**config.mk**
```make
export PLATFORM = sky130hd
export DESIGN_NAME = appp_fifo
export DESIGN_NICKNAME = d
export VERILOG_FILES = /design/src/hw/rtl/appp_pkg.sv /design/src/hw/rtl/appp_fifo.sv
export SDC_FILE = /design/constraint.sdc
export NUM_CORES = 1
export LEC_CHECK = 0
export BUFFER_PORTS_ARGS = -buffer_cell sky130_fd_sc_hd__buf_2
export CORE_MARGIN = 3
export CORE_UTILIZATION = 30
export DETAILED_ROUTE_END_ITERATION = 7
export GPL_TIMING_DRIVEN = 0
export PLACE_DENSITY = 0.54
export SYNTH_ARGS = -nofsm -noshare
export SYNTH_HDL_FRONTEND = slang
export SYNTH_SLANG_ARGS = --single-unit
```
**constraint.sdc**
```tcl
create_clock -name clk_i -period 27 [get_ports clk_i]
set_input_delay 2.7 -clock clk_i [delete_from_list [all_inputs] [get_ports clk_i]]
set_output_delay 2.7 -clock clk_i [all_outputs]
set_load 0.02 [all_outputs]
```
**src/hw/rtl/appp_pkg.sv**
```systemverilog
`timescale 1ns / 1ps
// ----------------------------------------------------------------------------
// appp_pkg
// Shared types, constants, the CORDIC arctangent table and 24-bit saturation.
// ----------------------------------------------------------------------------
package appp_pkg;

  localparam int unsigned PosW = 24;
  localparam int unsigned OffW = 20;
  localparam int unsigned WideW = 48;
  localparam int unsigned TableLen = 24;

  localparam logic [0:0] RegLayout = 1'b0;
  localparam logic [0:0] RegTime = 1'b1;

  localparam logic signed [31:0] GainQ30 = 32'sd652032874;

  typedef struct packed {
    logic signed [WideW-1:0] cx;
    logic signed [WideW-1:0] cy;
    logic signed [WideW-1:0] cz;
    logic [31:0]             yaw32;
    logic [31:0]             bearing;
    logic signed [OffW+1:0]  r_base;
    logic signed [OffW+1:0]  r_alt;
    logic signed [OffW-1:0]  h_a;
    logic signed [OffW-1:0]  h_b;
    logic                    outpost;
  } target_t;

  function automatic logic [31:0] atan_turn(input int unsigned i);
    logic [31:0] t;
    case (i)
      0: t = 32'h20000000;  1: t = 32'h12E4051E;  2: t = 32'h09FB385B;
      3: t = 32'h051111D4;  4: t = 32'h028B0D43;  5: t = 32'h0145D7E1;
      6: t = 32'h00A2F61E;  7: t = 32'h00517C55;  8: t = 32'h0028BE53;
      9: t = 32'h00145F2F;  10: t = 32'h000A2F98; 11: t = 32'h000517CC;
      12: t = 32'h00028BE6; 13: t = 32'h000145F3; 14: t = 32'h0000A2FA;
      15: t = 32'h0000517D; 16: t = 32'h000028BE; 17: t = 32'h0000145F;
      18: t = 32'h00000A30; 19: t = 32'h00000518; 20: t = 32'h0000028C;
      21: t = 32'h00000146; 22: t = 32'h000000A3; 23: t = 32'h00000051;
      default: t = 32'h0;
    endcase
    return t;
  endfunction

  function automatic logic signed [PosW-1:0] sat24(input logic signed [WideW+1:0] v);
    logic signed [PosW-1:0] r;
    if (v > $signed({{(WideW+2-PosW){1'b0}}, {1'b0, {(PosW-1){1'b1}}}})) begin
      r = {1'b0, {(PosW-1){1'b1}}};
    end else if (v < $signed({{(WideW+2-PosW){1'b1}}, {1'b1, {(PosW-1){1'b0}}}})) begin
      r = {1'b1, {(PosW-1){1'b0}}};
    end else begin
      r = v[PosW-1:0];
    end
    return r;
  endfunction

endpackage

```
**src/hw/rtl/appp_fifo.sv**
```systemverilog
`timescale 1ns / 1ps
// ----------------------------------------------------------------------------
// appp_fifo
// Two-entry queue of predicted targets between front and back.
// ----------------------------------------------------------------------------
module appp_fifo (
  input  logic              clk_i,
  input  logic              rst_ni,
  input  logic              valid_i,
  output logic              ready_o,
  input  appp_pkg::target_t data_i,
  output logic              valid_o,
  input  logic              ready_i,
  output appp_pkg::target_t data_o
);
  import appp_pkg::*;

  target_t    mem_q [2];
  logic       wp_q, rp_q;
  logic [1:0] cnt_q;
  logic       push, pop;

  assign ready_o = cnt_q != 2'd2;
  assign valid_o = cnt_q != 2'd0;
  assign data_o = mem_q[rp_q];
  assign push = valid_i && ready_o;
  assign pop = valid_o && ready_i;

  always_ff @(posedge clk_i or negedge rst_ni) begin
    if (!rst_ni) begin
      wp_q <= 1'b0;
      rp_q <= 1'b0;
      cnt_q <= 2'd0;
    end else begin
      if (push) wp_q <= !wp_q;
      if (pop) rp_q <= !rp_q;
      cnt_q <= cnt_q + 2'(push) - 2'(pop);
    end
  end

  always_ff @(posedge clk_i) begin
    if (push) mem_q[wp_q] <= data_i;
  end

`ifndef SYNTHESIS
  a_cnt: assert property (@(posedge clk_i) disable iff (!rst_ni)
    cnt_q <= 2'd2) else $error("queue count");
  a_ptr: assert property (@(posedge clk_i) disable iff (!rst_ni)
    (cnt_q == 2'd1) |-> (wp_q != rp_q)) else $error("queue pointers");
  a_full: assert property (@(posedge clk_i) disable iff (!rst_ni)
    (cnt_q == 2'd2) |-> (wp_q == rp_q)) else $error("queue full pointers");
`endif
endmodule

```
Word-level counts from Yosys, hierarchy flattened:

Memories as Yosys holds them, arrays and structs flattened.
Cells that the tools add are included.

* bits in registers: 4
* RAM bits: 586
* output and inout bits: 295
* logic and storage cells: 14
* memories: 1

* $add $sub $neg: 2
* eq/ne operators: 1
* muxes and demuxes: 2
* reductions and logical operators: 5

Memories
* mem_q: depth 2, width 293, rd ports 1, clocked after Yosys merged registers in 0, write ports 1, RTL line appp_fifo.sv:18 `target_t mem_q [2];`

Operators with widths (count)
* 2-bit by 1-bit adder with 2-bit output: 1
* 1-bit logical AND: 2
* 1-bit zero test: 2
* 1-bit 2-to-1 mux: 2
* 2-bit != test, second input constant: 1
* 2-bit nonzero test: 1
* 2-bit by 1-bit subtractor with 2-bit output: 1

Longest topological paths before layout:

* depth in word-level cells: 4
* mapped depth: 5
* depth with buffers taken out: 5

Worst setup path after synthesis:

OpenSTA, ideal clock, no wires.

* path type: input -> register
* start point: input valid_i
* end point: memory mem_q[0][0] (netlist bit), enable pin
* arrival time: 14912 ps
* required time: 26047 ps
* setup slack: 11135 ps
* stages on the path: 2
* path buffers: 0
* cell sequence: nand2_1 -> nor2_1

* word-level cells in the longest chain between the ends: 3

RTL lines
* from (decl): RTL line appp_fifo.sv:9 `input logic valid_i,`
* 1-bit logical AND: RTL line appp_fifo.sv:26 `assign push = valid_i && ready_o;`
* 1-bit 2-to-1 mux: RTL line appp_fifo.sv:42 `if (push) mem_q[wp_q] <= data_i;`
* 1-bit 2-to-1 mux (not written as such): RTL line appp_fifo.sv:42
* to (decl): RTL line appp_fifo.sv:18

No other way between the ends.

==> qor.yml <==
status: "completed"
gr-total-overflow: 0
final_layout_size_suffix_gt1_share_pct: 62.1
cts_buffers: 68
postCtsSetupRepairBufs: 0
postLayoutSetupSlackWorst_ns: 22.19
die-width_um: 280
post-route-period-util_pct: 17.8
cts_resized: 0
crit_type: "reg2out"
hp-class: "reg2reg"
hold_ws_ns: 0.547
rows: 99
grt_use_total_pct: 13.3
vias: 11200
clock_latency_ns: 0.60
ios: 592
path_clk_slew_ns: 0.06
dieArea_sq_um: 78200
yosysMostFrequentCell: "edfxtp_1"
yosys-top-cells-area: "edfxtp_1 (78%), mux2_4 (17%), mux2_2 (1.7%), buf_6 (1.5%), dfrtp_1 (0.45%)"
drc: 0
syn-num-nets: 1232
clock_path_buffers: 3
hold_viol_final: 0
cts_max_level: 3
max_freq_ghz: 0.208
cp.arrival_ns: 2.11
drtIter0Drc: 520
relSlewSlack_pct: 51.4
nets: 1910
ir_worst_vdd_mv: 0.0611
post-place-ws_ns: 21.84
p_per_area_nw_per_um2: 119
maxSlewViolCount: 0
crit_chain: "buf_6 -> buf_6 -> buf_6 -> mux2_4 -> buf_2"
final-setup-viol-count: 0
syn2layout_area_growth_pct: 30.5
ys_types: 20
synth_flop_cell: "edfxtp_1"
antenna_found_initial: 16
tns_ns: 0
ys_seq_elements: 590
clockRootBuffer: "clkbuf_16"
leakage_nw: 11.6
postCtsHoldBufs: 0
slowest_stage: "mux2_4"
synth.avg_cell_area_sq_um: 24.0
start_util_pct: 30.5
end_kind: "output pin"
max_stage_delay_ns: 0.36
worst-path-buf-inv: 4
viasPerCell: 4.25
drt-total-wl_um: 53800
yosys.area.top_type_share_pct: 78.4
synthTopCellsByCount: "edfxtp_1 (586), mux2_4 (260), mux2_2 (33)"
fin_skew_ns: 0.0316
fin_util_pct: 39.8
min_period_ns: 4.81
syn_area_sq_um: 22500
cp_max_fo: 10
yosysSeqAreaShare_pct: 78.8
worstMarginPinSlew_ns: 0.728
postSynthCellCount: 934
drtPass1Iterations: 4
portBuffers: 591
yosysTopAreaCell: "edfxtp_1"
die_h_um: 280
grt_pass1_vias: 12100
coreArea_sq_um: 73600
yosysWarnings: 0
avgRoutedWirePerCell_um: 20.4
async_flop_share_pct: 0.678
required_ns: 24.30
final_antenna_net_count: 0
rsz0062_at_grt: "no"
cp-start-kind: "register"
synth_edf_count: 586
cts_tree: "built"
cpLargestDelayFamily: "buffers and inverters"
max_cap_viol_count: 0
crit_top_cell: "buf_6"
routabilityCongestion: 0.738
grt_max_degree: 58
grt_pass1_wl_um: 77300
cts_sinks: 590
place_hpwl_um: 38900
power by group:
part	switching (mW)	total [mW]	internal [mW]
Clock	0.366	0.919	0.553
Combinational	0.723	1.27	0.546
Sequential	0.0452	1.29	1.25
final cells by class:
type | instances | area, sq um
Multi-Input combinational cell | 311 | 4410
Fill cell | 6771 | 44300
Tap cell | 959 | 1200
Clock buffer | 87 | 1830
Sequential cell | 590 | 17700
Antenna cell | 10 | 25.0
Timing Repair Buffer | 608 | 3350
Clock inverter | 35 | 420
Buffer | 33 | 357
cells in the final DEF (no fill, tap or decap), types with 2 or more instances in the layout:
master,count
clkinv_1,12
clkinv_2,6
buf_12,10
nor2_1,2
mux2_2,33
inv_6,3
clkinvlp_4,3
buf_16,7
xnor2_1,3
clkbuf_1,14
edfxtp_1,586
mux2_4,260
diode_2,10
buf_6,29
bufinv_16,7
inv_16,2
buf_2,594
dfrtp_1,4
clkbuf_8,4
clkbuf_16,69
nand2_1,2
final timing paths:
check                                        start  cells past startpoint  slack, ns                       to
worst max-delay path              rp_q$_DFFE_PN0P_                      5      22.19              data_o[116]
worst min-delay path              wp_q$_DFFE_PN0P_                      1       0.55         wp_q$_DFFE_PN0P_
min in group asynchronous                   rst_ni                      1       1.90         rp_q$_DFFE_PN0P_
max in group asynchronous                   rst_ni                      1      24.98       cnt_q[0]$_DFF_PN0_
worst min register to register    wp_q$_DFFE_PN0P_                      1       0.55         wp_q$_DFFE_PN0P_
worst max register to register  cnt_q[0]$_DFF_PN0_                      8      24.18  mem_q[0][129]$_DFFE_PP_
logic make-up (layout without fill, tap and decap cells):
family                     Yosys count  count (layout)  synth area share [%]
adders and majority gates            1               1                0.0557
and+or+nand+nor                     11              11                 0.262
AOI/OAI and AO/OA                    3               3                 0.106
DFF                                590             590                  78.8
muxes                              293             293                  19.0
xor gates and xnor gates             3               3                 0.117
other                                0              10                     0
buffers and inverters               33             763                  1.59
per-stage QoR:
step | power, mW | instance area [sq um] | std cells
global placement | 2.72 | 26600 | 2484
CTS | 3.55 | 29300 | 2623
global route | 3.64 | 29300 | 2628
floorplan | 2.26 | 22500 | 934
detailed placement | 2.61 | 27000 | 2501
finish | 3.48 | 29300 | 2633
state kept, by name (all words and copies together), names as in the netlist:
register / cells
rp_q: 1
wp_q: 1
mem_q: 586
cnt_q: 2
layer usage:
layer,vias up,GRT usage (%),part of all wire [%]
met5,-,0,0.12
met4,10,5.18,3.2
met3,110,5.08,8.2
met2,389,24.0,53
met1,5545,13.8,36
li1,5141,-,-
Note: power is estimated with default switching activity, not from simulation.
